==> src/rtl/pxu_pkg.sv <==
// ============================================================================
// pxu_pkg - pixel unpacker shared definitions
// Widths, register indexes, format codes, colour expansion tables and the
// structs passed between the unpacker modules.
// ============================================================================
`default_nettype none

package pxu_pkg;

    // Address and register widths
    localparam int ADDR_BITS      = 24;
    localparam int MAX_WIDTH      = 4096;
    localparam int WIDTH_BITS     = 13;
    localparam int PITCH_BITS     = 15;
    localparam int BUDGET_BITS    = 27;
    localparam int CFG_INDEX_BITS = 3;
    localparam int CFG_DATA_BITS  = 27;

    localparam logic [7:0] ALPHA_OPAQUE = 8'hff;

    // Pixel formats
    typedef enum logic [1:0] {
        FMT_RGBA   = 2'd0,
        FMT_RGB    = 2'd1,
        FMT_RGB565 = 2'd2,
        FMT_RGBXOR = 2'd3
    } t_format;

    // Configuration register indexes
    typedef enum logic [CFG_INDEX_BITS-1:0] {
        REG_FORMAT       = 3'd0,
        REG_ROW_WIDTH    = 3'd1,
        REG_ROW_PITCH    = 3'd2,
        REG_START_OFFSET = 3'd3,
        REG_FRAME_BYTES  = 3'd4
    } t_cfg_reg;

    typedef struct packed {
        t_format                format;
        logic [WIDTH_BITS-1:0]  row_width;
        logic [PITCH_BITS-1:0]  row_pitch;
        logic [ADDR_BITS-1:0]   start_offset;
        logic [BUDGET_BITS-1:0] frame_bytes;
    } t_cfg;

    typedef struct packed {
        logic                 pixel_valid;
        logic [ADDR_BITS-1:0] pixel_address;
        logic [31:0]          pixel_value;
        logic                 xor_merge;
        logic                 frame_done;
        logic                 overrun;
    } t_result;

    // 5-bit and 6-bit channel expansion with rounding
    localparam logic [7:0] EXPAND5 [32] = '{
        8'd0,   8'd8,   8'd16,  8'd25,  8'd33,  8'd41,  8'd49,  8'd58,
        8'd66,  8'd74,  8'd82,  8'd90,  8'd99,  8'd107, 8'd115, 8'd123,
        8'd132, 8'd140, 8'd148, 8'd156, 8'd165, 8'd173, 8'd181, 8'd189,
        8'd197, 8'd206, 8'd214, 8'd222, 8'd230, 8'd239, 8'd247, 8'd255
    };

    localparam logic [7:0] EXPAND6 [64] = '{
        8'd0,   8'd4,   8'd8,   8'd12,  8'd16,  8'd20,  8'd24,  8'd28,
        8'd32,  8'd36,  8'd40,  8'd45,  8'd49,  8'd53,  8'd57,  8'd61,
        8'd65,  8'd69,  8'd73,  8'd77,  8'd81,  8'd85,  8'd89,  8'd93,
        8'd97,  8'd101, 8'd105, 8'd109, 8'd113, 8'd117, 8'd121, 8'd125,
        8'd130, 8'd134, 8'd138, 8'd142, 8'd146, 8'd150, 8'd154, 8'd158,
        8'd162, 8'd166, 8'd170, 8'd174, 8'd178, 8'd182, 8'd186, 8'd190,
        8'd194, 8'd198, 8'd202, 8'd206, 8'd210, 8'd215, 8'd219, 8'd223,
        8'd227, 8'd231, 8'd235, 8'd239, 8'd243, 8'd247, 8'd251, 8'd255
    };

endpackage

`default_nettype wire

==> src/rtl/pxu_pack.sv <==
// ============================================================================
// pxu_pack - byte to pixel packer
// Holds the frame position, row counter, byte budget and partial pixel, and
// turns each accepted stream byte into one result in a single pass.
// ============================================================================
`default_nettype none

module pxu_pack
    import pxu_pkg::*;
(
    input  wire logic       i_clk,
    input  wire logic       i_rst_n,
    input  wire logic       i_accept,
    input  wire logic [7:0] i_data_byte,
    input  wire logic       i_first,
    input  wire t_cfg       i_cfg,
    output t_result         o_result
);

    logic [ADDR_BITS-1:0]   r_addr,  n_addr;
    logic [WIDTH_BITS-1:0]  r_row,   n_row;
    logic [1:0]             r_cnt,   n_cnt;
    logic [23:0]            r_part,  n_part;
    logic [BUDGET_BITS-1:0] r_left,  n_left;

    logic [WIDTH_BITS-1:0]  eff_width;
    logic [ADDR_BITS-1:0]   e_addr;
    logic [WIDTH_BITS-1:0]  e_row;
    logic [1:0]             e_cnt;
    logic [23:0]            e_part;
    logic [BUDGET_BITS-1:0] e_left;
    logic [BUDGET_BITS-1:0] left_dec;
    logic [2:0]             need;
    logic [2:0]             held_plus;
    logic                   complete;
    logic [7:0]             b0, b1, b2;
    logic [15:0]            px565;
    logic [31:0]            value;

    // Saturate the row width
    assign eff_width = (i_cfg.row_width > WIDTH_BITS'(MAX_WIDTH)) ?
                       WIDTH_BITS'(MAX_WIDTH) : i_cfg.row_width;

    // First byte of a frame reloads the position before the byte is used
    assign e_addr = i_first ? i_cfg.start_offset : r_addr;
    assign e_row  = i_first ? eff_width          : r_row;
    assign e_cnt  = i_first ? 2'd0               : r_cnt;
    assign e_part = i_first ? 24'd0              : r_part;
    assign e_left = i_first ? i_cfg.frame_bytes  : r_left;

    assign left_dec = e_left - BUDGET_BITS'(1);

    // Bytes per pixel
    always_comb begin
        case (i_cfg.format)
            FMT_RGBA:   need = 3'd4;
            FMT_RGB565: need = 3'd2;
            default:    need = 3'd3;
        endcase
    end

    assign held_plus = {1'b0, e_cnt} + 3'd1;
    assign complete  = (held_plus >= need);

    assign b0    = e_part[7:0];
    assign b1    = e_part[15:8];
    assign b2    = e_part[23:16];
    assign px565 = {i_data_byte, b0};

    // Pixel assembly
    always_comb begin
        case (i_cfg.format)
            FMT_RGBA:   value = {i_data_byte, b0, b1, b2};
            FMT_RGB565: value = {ALPHA_OPAQUE, EXPAND5[px565[15:11]],
                                 EXPAND6[px565[10:5]], EXPAND5[px565[4:0]]};
            default:    value = {ALPHA_OPAQUE, b0, b1, i_data_byte};
        endcase
    end

    // Result and next state
    always_comb begin
        n_addr = e_addr;
        n_row  = e_row;
        n_cnt  = e_cnt;
        n_part = e_part;
        n_left = e_left;

        o_result = '0;

        if (e_left == '0) begin
            o_result.overrun = 1'b1;
        end else begin
            n_left              = left_dec;
            o_result.frame_done = (left_dec == '0);
            if (complete) begin
                o_result.pixel_valid   = 1'b1;
                o_result.pixel_address = e_addr;
                o_result.pixel_value   = value;
                o_result.xor_merge     = (i_cfg.format == FMT_RGBXOR);
                // Row end jumps by pitch minus width
                if (e_row <= WIDTH_BITS'(1)) begin
                    n_addr = e_addr + ADDR_BITS'(i_cfg.row_pitch)
                             - ADDR_BITS'(eff_width) + ADDR_BITS'(1);
                    n_row  = eff_width;
                end else begin
                    n_addr = e_addr + ADDR_BITS'(1);
                    n_row  = e_row - WIDTH_BITS'(1);
                end
                n_cnt  = 2'd0;
                n_part = 24'd0;
            end else begin
                case (e_cnt)
                    2'd0:    n_part[7:0]   = i_data_byte;
                    2'd1:    n_part[15:8]  = i_data_byte;
                    default: n_part[23:16] = i_data_byte;
                endcase
                n_cnt = e_cnt + 2'd1;
            end
        end
    end

    // State registers
    always_ff @(posedge i_clk) begin
        if (!i_rst_n) begin
            r_addr <= '0;
            r_row  <= '0;
            r_cnt  <= '0;
            r_part <= '0;
            r_left <= '0;
        end else if (i_accept) begin
            r_addr <= n_addr;
            r_row  <= n_row;
            r_cnt  <= n_cnt;
            r_part <= n_part;
            r_left <= n_left;
        end
    end

endmodule

`default_nettype wire

==> src/rtl/pxu_skid.sv <==
// ============================================================================
// pxu_skid - result output buffer
// Output register plus one skid entry, so the input side keeps taking bytes
// while a result waits and its ready does not depend on the output ready.
// ============================================================================
`default_nettype none

module pxu_skid
    import pxu_pkg::*;
(
    input  wire logic    i_clk,
    input  wire logic    i_rst_n,
    input  wire logic    i_valid,
    output logic         o_ready,
    input  wire t_result i_data,
    output logic         o_valid,
    input  wire logic    i_ready,
    output t_result      o_data
);

    logic    r_out_valid, n_out_valid;
    logic    r_skid_valid, n_skid_valid;
    t_result r_out, n_out;
    t_result r_skid, n_skid;
    logic    take;
    logic    push;

    assign o_ready = !r_skid_valid;
    assign o_valid = r_out_valid;
    assign o_data  = r_out;
    assign take    = r_out_valid && i_ready;
    assign push    = i_valid && !r_skid_valid;

    // Fill and drain
    always_comb begin
        n_out_valid  = r_out_valid;
        n_skid_valid = r_skid_valid;
        n_out        = r_out;
        n_skid       = r_skid;
        if (take) begin
            n_out_valid = r_skid_valid;
            n_out       = r_skid;
            n_skid_valid = 1'b0;
        end
        if (push) begin
            if (!r_out_valid || take) begin
                n_out_valid = 1'b1;
                n_out       = i_data;
            end else begin
                n_skid_valid = 1'b1;
                n_skid       = i_data;
            end
        end
    end

    // Control state
    always_ff @(posedge i_clk) begin
        if (!i_rst_n) begin
            r_out_valid  <= 1'b0;
            r_skid_valid <= 1'b0;
        end else begin
            r_out_valid  <= n_out_valid;
            r_skid_valid <= n_skid_valid;
        end
    end

    // Payload
    always_ff @(posedge i_clk) begin
        r_out  <= n_out;
        r_skid <= n_skid;
    end

endmodule

`default_nettype wire

==> src/rtl/pixel_unpack_to_framebuffer_top.sv <==
// Each result is registered in the output register, or the skid entry on a stall.
// Throughput: one byte per cycle while the skid is empty; one packer pass per result.
// Output stalls are absorbed by an output register and one skid entry.
// Reset (synchronous, active low) clears position, budget, partial pixel and
// buffers; registers return to format rgba, width 1, pitch 1, offset 0, budget 0.
// ============================================================================
// pixel_unpack_to_framebuffer_top - stream byte to framebuffer pixel writer
// Packs stream bytes into 32-bit pixels in four formats and emits one result
// per byte with the running framebuffer address and frame budget flags.
// ============================================================================
`default_nettype none

module pixel_unpack_to_framebuffer_top
    import pxu_pkg::*;
(
    input  wire logic                      i_clk,
    input  wire logic                      i_rst_n,
    // Configuration write channel
    input  wire logic                      i_cfg_valid,
    output logic                           o_cfg_ready,
    input  wire logic [CFG_INDEX_BITS-1:0] i_cfg_index,
    input  wire logic [CFG_DATA_BITS-1:0]  i_cfg_data,
    // Byte stream in
    input  wire logic                      s_axis_tvalid,
    output logic                           s_axis_tready,
    input  wire logic [7:0]                s_axis_tdata,  // [7:0] data_byte
    input  wire logic                      s_axis_tuser,  // [0] first
    // Pixel writes out
    output logic                           m_axis_tvalid,
    input  wire logic                      m_axis_tready,
    output logic [55:0]                    m_axis_tdata,  // [23:0] pixel_address,
                                                          // [55:24] pixel_value
    output logic [2:0]                     m_axis_tuser,  // [0] pixel_valid,
                                                          // [1] xor_merge, [2] overrun
    output logic                           m_axis_tlast   // frame_done
);

    t_cfg    r_cfg;
    t_result pack_result;
    t_result out_result;
    logic    in_accept;

    assign o_cfg_ready = 1'b1;

    // Configuration registers
    always_ff @(posedge i_clk) begin
        if (!i_rst_n) begin
            r_cfg.format       <= FMT_RGBA;
            r_cfg.row_width    <= WIDTH_BITS'(1);
            r_cfg.row_pitch    <= PITCH_BITS'(1);
            r_cfg.start_offset <= '0;
            r_cfg.frame_bytes  <= '0;
        end else if (i_cfg_valid) begin
            case (i_cfg_index)
                REG_FORMAT:       r_cfg.format       <= t_format'(i_cfg_data[1:0]);
                REG_ROW_WIDTH:    r_cfg.row_width    <= i_cfg_data[WIDTH_BITS-1:0];
                REG_ROW_PITCH:    r_cfg.row_pitch    <= i_cfg_data[PITCH_BITS-1:0];
                REG_START_OFFSET: r_cfg.start_offset <= i_cfg_data[ADDR_BITS-1:0];
                REG_FRAME_BYTES:  r_cfg.frame_bytes  <= i_cfg_data[BUDGET_BITS-1:0];
                default:          ;
            endcase
        end
    end

    assign in_accept = s_axis_tvalid && s_axis_tready;

    // Packer
    pxu_pack u_pack (
        .i_clk       (i_clk),
        .i_rst_n     (i_rst_n),
        .i_accept    (in_accept),
        .i_data_byte (s_axis_tdata),
        .i_first     (s_axis_tuser),
        .i_cfg       (r_cfg),
        .o_result    (pack_result)
    );

    // Output buffering
    pxu_skid u_skid (
        .i_clk   (i_clk),
        .i_rst_n (i_rst_n),
        .i_valid (s_axis_tvalid),
        .o_ready (s_axis_tready),
        .i_data  (pack_result),
        .o_valid (m_axis_tvalid),
        .i_ready (m_axis_tready),
        .o_data  (out_result)
    );

    assign m_axis_tdata = {out_result.pixel_value, out_result.pixel_address};
    assign m_axis_tuser = {out_result.overrun, out_result.xor_merge,
                           out_result.pixel_valid};
    assign m_axis_tlast = out_result.frame_done;

endmodule

`default_nettype wire

==> config.mk <==
export PLATFORM = sky130hd
export DESIGN_NAME = pixel_unpack_to_framebuffer_top
export DESIGN_NICKNAME = d
export VERILOG_FILES = /design/src/rtl/pxu_pkg.sv /design/src/rtl/pxu_pack.sv /design/src/rtl/pxu_skid.sv /design/src/rtl/pixel_unpack_to_framebuffer_top.sv
export SDC_FILE = /design/constraint.sdc
export NUM_CORES = 1
export LEC_CHECK = 0
export BUFFER_PORTS_ARGS = -buffer_cell sky130_fd_sc_hd__buf_4
export CAP_MARGIN = 20
export CORE_UTILIZATION = 60
export DETAILED_ROUTE_END_ITERATION = 8
export PLACE_DENSITY = 0.8
export SYNTH_ARGS = -nofsm -noshare
export SYNTH_HDL_FRONTEND = slang
export SYNTH_SLANG_ARGS = --single-unit
export TNS_END_PERCENT = 20
==> constraint.sdc <==
create_clock -name i_clk -period 10 [get_ports i_clk]
set_input_delay 2 -clock i_clk [delete_from_list [all_inputs] [get_ports i_clk]]
set_output_delay 2 -clock i_clk [all_outputs]
set_load 0.05 [all_outputs]
==> out/summary.md, run 1 <==
Setup violations remaining at the end of the flow were counted as 0. Summing all placed instances gives a cell area of 0.0171 mm2. Clock skew on the completed layout was measured at 0.0133 ns. After the last flow step, the layout net total stands at 2108.

The share of total power dissipated in combinational logic is 18.7%. Number of antenna violations at the first check in global routing: 0. The detail route stage leaves a number of antenna-violating nets equal to 0. After the first detailed-routing iteration, the DRC count stood at 1857.

The horizontal die dimension came out at 167 um. After detailed routing, the total wire length is 46000 um. Once the floorplan was initialized, standard cells occupied 61.8% of the core. Setup repair after global routing left no endpoint under its margin. The synthesized design contains 60 enable-type register cells. The congestion estimate from routability-driven global placement came to 1.03.

The proportion of layout cells with a drive suffix above 1 came out at 10.6%. The tools report the area inside the core boundary as 0.0264 mm2. Measured in cells, the most critical reg-to-reg path has a length of 11. Data on the critical path is required at its endpoint by 10.48 ns. The area growth from synthesis to layout is 11.4%.

The number of top-level pins was 107. Dividing the synthesized area by the synthesized cell count gives 8.23 um2. The number of inserted filler cells in the final layout was 2096. The run gives 1 as the count of H-tree levels built during CTS. The internal portion of the total power is 2.12 mW. At the pin with the least slew margin, the transition time is 1.12 ns. The switching share of total power is 29.5%, and the die footprint is 0.0278 mm2. The run gives 0.158 GHz as the highest clock frequency the design can meet. The flow ran to the end, and the final reports show no timing, DRC or antenna violations. The end of the worst register-to-register path was u_pack.r_addr[23]$_SDFFE_PN0P_.

For the total count of hold-check failures in the final report, the log shows 0. Sequential cells account for 42.9% of the total power. Count of cell types in the netlist: 85. Number of iterations in the first detailed-routing pass: 6.

Once detailed placement completed, the half-perimeter wirelength came to 31100 um. The number of maximum-capacitance violations was 0. For the number of global-route vias before repair, the log shows 14000. The average vias per placed instance works out to 6.38.

For the total negative slack for setup checks, the log shows 0 ns. Main flop type after synthesis: sky130_fd_sc_hd__dfxtp_1. The run gives 116 as the pin count of the biggest net entering global routing.

After clock tree synthesis, the flow added hold-fix buffers numbering 0. In the final layout, flip-flops and latches occupy 0.00647 mm2. The run gives 0.58 ns as the clock insertion delay at the later pin of the skew report. The first global-routing pass estimated 72500 um of wire.

The clock period minus final worst setup slack is 6.31 ns, and the register bit total from synthesis is 293. The cell area that synthesis handed to floorplanning was 0.0163 mm2. The share of total power dissipated in the clock network is 38.3%.

For this design the total switching power over the nets is 887 uW. The global-route congestion overflow total is 0. After clock tree synthesis, the clock-pin slew on the worst setup and hold paths is 0.07 ns. The run gives 1980 as the count of mapped cells out of synthesis. The number of antenna diodes in the final layout is 0. The tools report the critical path launch point type as an input pin. For the net count of the mapped netlist, the log shows 2080. For this run, the number of Yosys warnings is 0.

The worst pin sits at a relative slew slack of 25.1%. Cell count of the worst hold path: 2. The clock passes through at most 3 buffers. The buffer cell driving the clock tree root is sky130_fd_sc_hd__clkbuf_16. The maximum fanout along the worst path works out to 91.

The startpoint identified for the worst hold timing path is r_cfg[76]$_SDFFE_PN0P_. For the total power consumption of the routed design, the log shows 3.01 mW. TritonCTS built the clock tree. Counting the buffers created by CTS gives 31. The final worst-path cycle share came out at 63.1%.

For flop-to-flop paths, the worst setup slack is 5.80 ns. The type of the worst min-delay path is flip-flop to flip-flop. For the data arrival at the endpoint of the critical path, the log shows 6.79 ns. In the final layout, the multi-input gates occupy 0.00900 mm2.

Final-report max-slew violation count: 0. Capturing element type of the critical path: a flip-flop. The most common cell after layout, fill and taps aside is sky130_fd_sc_hd__nand2_1.

The worst hold path terminates at r_cfg[76]$_SDFFE_PN0P_. In the layout the commonest cells are sky130_fd_sc_hd__nand2_1 (336), sky130_fd_sc_hd__dfxtp_1 (233), sky130_fd_sc_hd__a21oi_1 (190). The floorplan has 59 rows. Summing all non-filler instances in the final layout gives an area of 0.0182 mm2.

Global routing used 32.1% of the available tracks. Count of cells resized by post-cts repair: 0. Power spread over the standard cell area amounts to 166 mW/mm2. The total via count in the routed design was 15100. The startpoint-to-endpoint class of the critical path was input pin to flip-flop. The logs give 7.34 nW for the leakage component of the power and 0 for the count of unresolved DRC violations after routing. The die boundary height was 167 um; the routed wire length per instance was 19.4 um. The worst IR drop on VDD is 0.142 mV, and the count of clock tree sinks is 293.

The startpoint identified for the worst register-to-register timing path is r_cfg[79]$_SDFFE_PN0P_. The share of the yosys chip area belonging to registers came out at 39.7%. Buffers placed on the I/O ports in this run total 105.

Of all flip-flops after synthesis, the portion carrying an async set or reset was 0%. The post-CTS setup-driven buffer insertion count was 0.
[cells by family (layout without fill, tap and decap cells)]
kind of cell	after synthesis	in the layout	share of synthesized area [%]
AND/OR/NAND/NOR	736	736	20.7
other	1	1	0.0230
adder cells (fa/ha/maj)	56	56	4.90
multiplexers	118	118	7.36
buffers and inverters	207	260	5.33
flip-flops	293	293	39.7
AO/OA/AOI/OAI	525	525	19.7
XOR/XNOR	44	44	2.36
[per-layer routing]
layer  vias up  global-route usage (%)  wire, um
li1       7047                       -         -
met1      7132                    44.0     19200
met2       812                    50.4     20300
met3       123                    4.47      4420
met4         0                    14.5      2050
met5         -                       0         0
[layout make-up]
cell class              instances  area share [%]
repair buffers                125            5.34
well taps                     335            2.31
clock inverters                17           0.868
multi-input cells            1480            49.6
clock buffers                  41            4.70
flip-flops and latches        293            35.6
inverters                      77            1.61
[stage by stage]
step | std cells | setup slack, ns | utilization, % | hold slack [ns]
final | 2368 | 3.69 | 68.9 | 0.453
after global routing | 2368 | 3.44 | 68.9 | 0.477
after CTS | 2366 | 3.82 | 68.7 | 0.455
after detailed placement | 2308 | 3.22 | 64.9 | 0.447
after global placement | 2308 | 3.43 | 64.9 | 0.441
after floorplan | 1980 | 3.85 | - | 0.424
[flip-flops by register name (all words and copies together) (netlist names)]
register,count
r_cfg,81
u_pack.r_addr,24
u_pack.r_cnt,2
u_pack.r_left,27
u_pack.r_part,24
u_pack.r_row,13
u_skid.o_data,60
u_skid.o_valid,1
u_skid.r_skid,60
u_skid.r_skid_valid,1
[critical path, stage by stage]
cell and delay (ns):
sky130_fd_sc_hd__buf_6 0.54, sky130_fd_sc_hd__buf_4 0.83, sky130_fd_sc_hd__nor3b_1 0.35, sky130_fd_sc_hd__o21ai_1 0.27, sky130_fd_sc_hd__nor4_4 0.55, sky130_fd_sc_hd__a21o_2 0.71
sky130_fd_sc_hd__buf_4 0.69, sky130_fd_sc_hd__nor2_1 0.27, sky130_fd_sc_hd__nand4_1 0.19, sky130_fd_sc_hd__a31oi_1 0.10, sky130_fd_sc_hd__a31o_1 0.21
[worst max-delay path by stage]
stage,cells after the start,to,start
after floorplan,20,u_pack.r_addr[22]$_SDFFE_PN0P_,s_axis_tuser
after global placement,11,u_pack.r_addr[23]$_SDFFE_PN0P_,s_axis_tuser
after detailed placement,11,u_pack.r_addr[23]$_SDFFE_PN0P_,s_axis_tuser
after CTS,11,u_pack.r_addr[23]$_SDFFE_PN0P_,s_axis_tuser
after global routing,14,u_pack.r_addr[22]$_SDFFE_PN0P_,s_axis_tuser
final,11,u_pack.r_addr[23]$_SDFFE_PN0P_,s_axis_tuser
[power groups by stage]
stage / registers [mW] / logic [mW] / clock network (mW)
3_3_place_gp: 1.31 / 0.535 / 0
5_1_grt: 1.30 / 0.607 / 1.21
2_1_floorplan: 1.36 / 0.352 / 0
4_1_cts: 1.29 / 0.550 / 1.16
3_5_place_dp: 1.32 / 0.547 / 0
6_report: 1.29 / 0.563 / 1.15
[Yosys cell counts, drive strengths merged (43+ instances only)]
cell type,count,area share (%)
nor2,174,4.1
inv,77,1.8
nand2,338,7.8
o21ai,138,4.2
clkbuf,80,1.8
a21oi,191,5.9
nor3,49,1.5
buf,50,1.7
ha,43,3.3
edfxtp,60,11
dfxtp,233,29
mux2i,107,6.6
Power figures use the tool's default switching activity.
==> run 2: changes to the inputs <==
--- a/config.mk
+++ b/config.mk
@@ -7,9 +7,9 @@
 export LEC_CHECK = 0
 export BUFFER_PORTS_ARGS = -buffer_cell sky130_fd_sc_hd__buf_4
 export CAP_MARGIN = 20
-export CORE_UTILIZATION = 60
+export CORE_UTILIZATION = 56
 export DETAILED_ROUTE_END_ITERATION = 8
-export PLACE_DENSITY = 0.8
+export PLACE_DENSITY = 0.79
 export SYNTH_ARGS = -nofsm -noshare
 export SYNTH_HDL_FRONTEND = slang
 export SYNTH_SLANG_ARGS = --single-unit
==> constraint.sdc (replaced) <==
create_clock -name i_clk -period 5.6 [get_ports i_clk]
set_input_delay 1.12 -clock i_clk [delete_from_list [all_inputs] [get_ports i_clk]]
set_output_delay 1.12 -clock i_clk [all_outputs]
set_load 0.05 [all_outputs]
==> out/summary.md, run 2 (synthesis gave the netlist of run 1 again) <==
Most frequent cells in the layout: sky130_fd_sc_hd__nand2_1 (336), sky130_fd_sc_hd__dfxtp_1 (233), sky130_fd_sc_hd__a21oi_1 (190) (unchanged). The number of nets in the finished design was 2119 (was 2108). The aggregate global-route resource usage came out at 30.0% (was 32.1%). The critical path launch point type is an input pin (unchanged).

The wire length on met2 was 20500 um (was 20300 um). The capturing element type of the critical path was a flip-flop (unchanged). The total length of routed wires came out at 46100 um (was 46000 um). Buffer cell driving the clock tree root: sky130_fd_sc_hd__clkbuf_16 (unchanged). The run gives 0 (unchanged) as the post-CTS setup-driven buffer insertion count. The die footprint was 0.0298 mm2 (was 0.0278 mm2); the clock insertion delay at the later pin of the skew report was 0.57 ns (was 0.58 ns).

Type of the worst min-delay path: flip-flop to flip-flop (unchanged). The checks that failed: DRC. The tools report the critical register-to-register path startpoint as r_cfg[78]$_SDFFE_PN0P_ (was r_cfg[79]$_SDFFE_PN0P_). Based on the critical path, the design can be clocked at up to 0.220 GHz. The run gives 62 (was 59) as the floorplan row count. The detailed placer's ending HPWL is 32100 um (was 31100 um).

The startpoint-to-endpoint class of the critical path was input pin to flip-flop (unchanged). The count of unresolved DRC violations after routing is 1 (was 0). The number of global-route vias before repair was 13700 (was 14000); the antenna violation net count after detailed routing was 0 (unchanged). The count of clock tree sinks was 293 (unchanged).

The pin count of the biggest net entering global routing came out at 99 (was 116). Setup repair after global routing left no endpoint under its margin. The flip-flop count of the largest register, all copies and words added was 81 (unchanged). The cell count after placement is 2367 (was 2308). The area taken by flip-flops and latches is 0.00647 mm2 (unchanged), and the clock period minus final worst setup slack is 4.55 ns.

The die boundary height is 173 um (was 167 um), and the number of standard cells in the layout, taps in and fillers out is 2428 (was 2368). The final-report max-slew violation count is 0 (unchanged), and the routed wire length per instance is 19.0 um (was 19.4 um). The setup clock skew after layout came out at 0.0109 ns (was 0.0133 ns).

The number of inserted filler cells in the final layout came out at 2433 (was 2096). The average vias per placed instance was 6.13 (was 6.38); the starting utilization of the core area was 56.8% (was 61.8%). The proportion of layout cells with a drive suffix above 1 was 11.1% (was 10.6%).

The switching share of total power works out to 29.0% (was 29.5%). The logs give 0 (unchanged) for the count of antenna diodes in the layout and 0 (unchanged) for the count of hold-fix buffers inserted at cts. The utilization after layout is 64.1% (was 68.9%). The worst hold margin is 0.451 ns (was 0.453 ns).

Count of H-tree levels built during CTS: 1 (unchanged). The count of cells resized by post-cts repair is 0 (unchanged), and the total clock buffers created by CTS is 31 (unchanged). The worst IR drop on VDD was 0.233 mV (was 0.142 mV); the number of maximum-capacitance violations was 0 (unchanged). The run gives 0 ns (unchanged) as the total negative slack for setup checks. The global-route wire length before repair is 72900 um (was 72500 um), and the maximum fanout along the worst path is 54 (was 91).

Highest layer used for signal routing: met4 (unchanged). The flow ran to the end, but the final reports show violations. For the proportion of power drawn by flip-flops and latches, the log shows 42.4% (was 42.9%).

The top register by number of flip-flops is r_cfg (unchanged). The final worst-path cycle share was 81.2%; the violation count after the first detailed-routing iteration was 1698 (was 1857). The horizontal die dimension is 173 um (was 167 um).

The tools report the number of iterations in the first detailed-routing pass as 8 (was 6). Launch point of the worst hold path: u_pack.r_addr[19]$_SDFFE_PN0P_ (was r_cfg[76]$_SDFFE_PN0P_). The tools report the total via count in the routed design as 14900 (was 15100).

The number of buffers inserted by port buffering was 105 (unchanged); the cell area reported after detailed placement was 0.0173 mm2 (was 0.0171 mm2). The signed area change from the synthesized netlist to the final layout is 13.0% (was 11.4%). The logs give 0.00900 mm2 (unchanged) for the footprint of the multi-input gates and 0 (unchanged) for the number of setup violations in the final report.

The switching component of the power came out at 1.58 mW (was 887 uW). The origin of the worst setup path was s_axis_tuser (unchanged). The global-route congestion overflow total came out at 0 (unchanged). The run gives 33.2% (was 25.1%) as the worst slew margin relative to its limit. The required time reported for the critical path endpoint was 6.06 ns (was 10.48 ns); the post-CTS clock slew at the launch and capture registers of the worst setup and hold paths was 0.06 ns (was 0.07 ns).

For the number of antenna violations at the first check in global routing, the log shows 0 (unchanged). The area inside the core boundary was 0.0287 mm2 (was 0.0264 mm2); the met3 wire length was 3380 um (was 4420 um). The internal portion of total power was 3.87 mW (was 2.12 mW); the slew of the pin with the lowest slew margin was 0.995 ns (was 1.12 ns). Leakage component of the power: 7.42 nW (was 7.34 nW). The final non-filler cell area came out at 0.0184 mm2 (was 0.0182 mm2).

The power density relative to cell area came out at 296 mW/mm2 (was 166 mW/mm2). TritonCTS built the clock tree. The proportion of power drawn by combinational gates came out at 18.5% (was 18.7%).

The tools report the clock network fraction of total power as 39.2% (was 38.3%). For the total count of hold-check failures in the final report, the log shows 0 (unchanged). The most common cell after layout, fill and taps aside is sky130_fd_sc_hd__nand2_1 (unchanged). For the data arrival at the endpoint of the critical path, the log shows 5.01 ns (was 6.79 ns).

The number of top-level pins was 107 (unchanged). The wire length the detailed router placed on met1 is 20600 um (was 19200 um). The logs give 3 (unchanged) for the number of buffers on the longest clock path and 0.932 (was 1.03) for the routability-driven placement congestion ratio.
## run 2: cell count changes in the layout (fill, tap and decap cells not counted), sizes merged
cell and change:
buf +11, clkinvlp +1, clkbuf +6, clkinv -8
bufinv +1
## run 2: layer usage
| layer | GRT usage (%) | vias to the layer above |
|---|---|---|
| li1 | - | 7070 |
| met1 | 42.8 | 7070 |
| met2 | 46.7 | 632 |
| met3 | 3.39 | 103 |
| met4 | 11.0 | 0 |
| met5 | 0 | - |
## run 2: power by group through the flow
stage | Sequential (mW) | Clock [mW] | Combinational, mW
4_1_cts | 2.31 | 2.16 | 0.991
2_1_floorplan | 2.44 | 0 | 0.628
3_3_place_gp | 2.35 | 0 | 0.964
3_5_place_dp | 2.35 | 0 | 0.983
6_report | 2.31 | 2.14 | 1.01
5_1_grt | 2.32 | 2.24 | 1.08
## run 2: area by class of cell
| cell class | count | area share (%) |
|---|---|---|
| multi-input cells | 1480 | 48.9 |
| flip-flops and latches | 293 | 35.1 |
| repair buffers | 136 | 6.03 |
| clock buffers | 47 | 4.81 |
| well taps | 384 | 2.61 |
| inverters | 77 | 1.58 |
| clock inverters | 11 | 0.958 |
## run 2: path summary, 6_finish.rpt
kind	end	slack [ns]	cells after the start
worst max-delay path	u_pack.r_addr[22]$_SDFFE_PN0P_	1.05	13
worst min-delay path	u_pack.r_addr[19]$_SDFFE_PN0P_	0.45	2
worst max register to register	u_pack.r_addr[22]$_SDFFE_PN0P_	1.37	11
worst min register to register	u_pack.r_addr[19]$_SDFFE_PN0P_	0.45	2
## run 2: worst max-delay path, stage by stage
cell                       delay [ns]
sky130_fd_sc_hd__buf_6           0.38
sky130_fd_sc_hd__mux2i_1         0.42
sky130_fd_sc_hd__inv_1           0.13
sky130_fd_sc_hd__fa_1            0.49
sky130_fd_sc_hd__ha_1            0.37
sky130_fd_sc_hd__a21o_1          0.14
sky130_fd_sc_hd__a21oi_1         0.11
sky130_fd_sc_hd__o21a_1          0.25
sky130_fd_sc_hd__or4b_2          0.68
sky130_fd_sc_hd__a31oi_1         0.39
sky130_fd_sc_hd__nor3_1          0.10
sky130_fd_sc_hd__a211oi_1        0.32
sky130_fd_sc_hd__nor4_2          0.07
## run 2: per-stage QoR
| step | total power [mW] | setup WS [ns] |
|---|---|---|
| final | 5.45 | 1.05 |
| after floorplan | 3.06 | 0.330 |
| after detailed placement | 3.33 | 0.545 |
| after CTS | 5.46 | 1.13 |
| after global routing | 5.64 | 0.907 |
| after global placement | 3.31 | 0.718 |
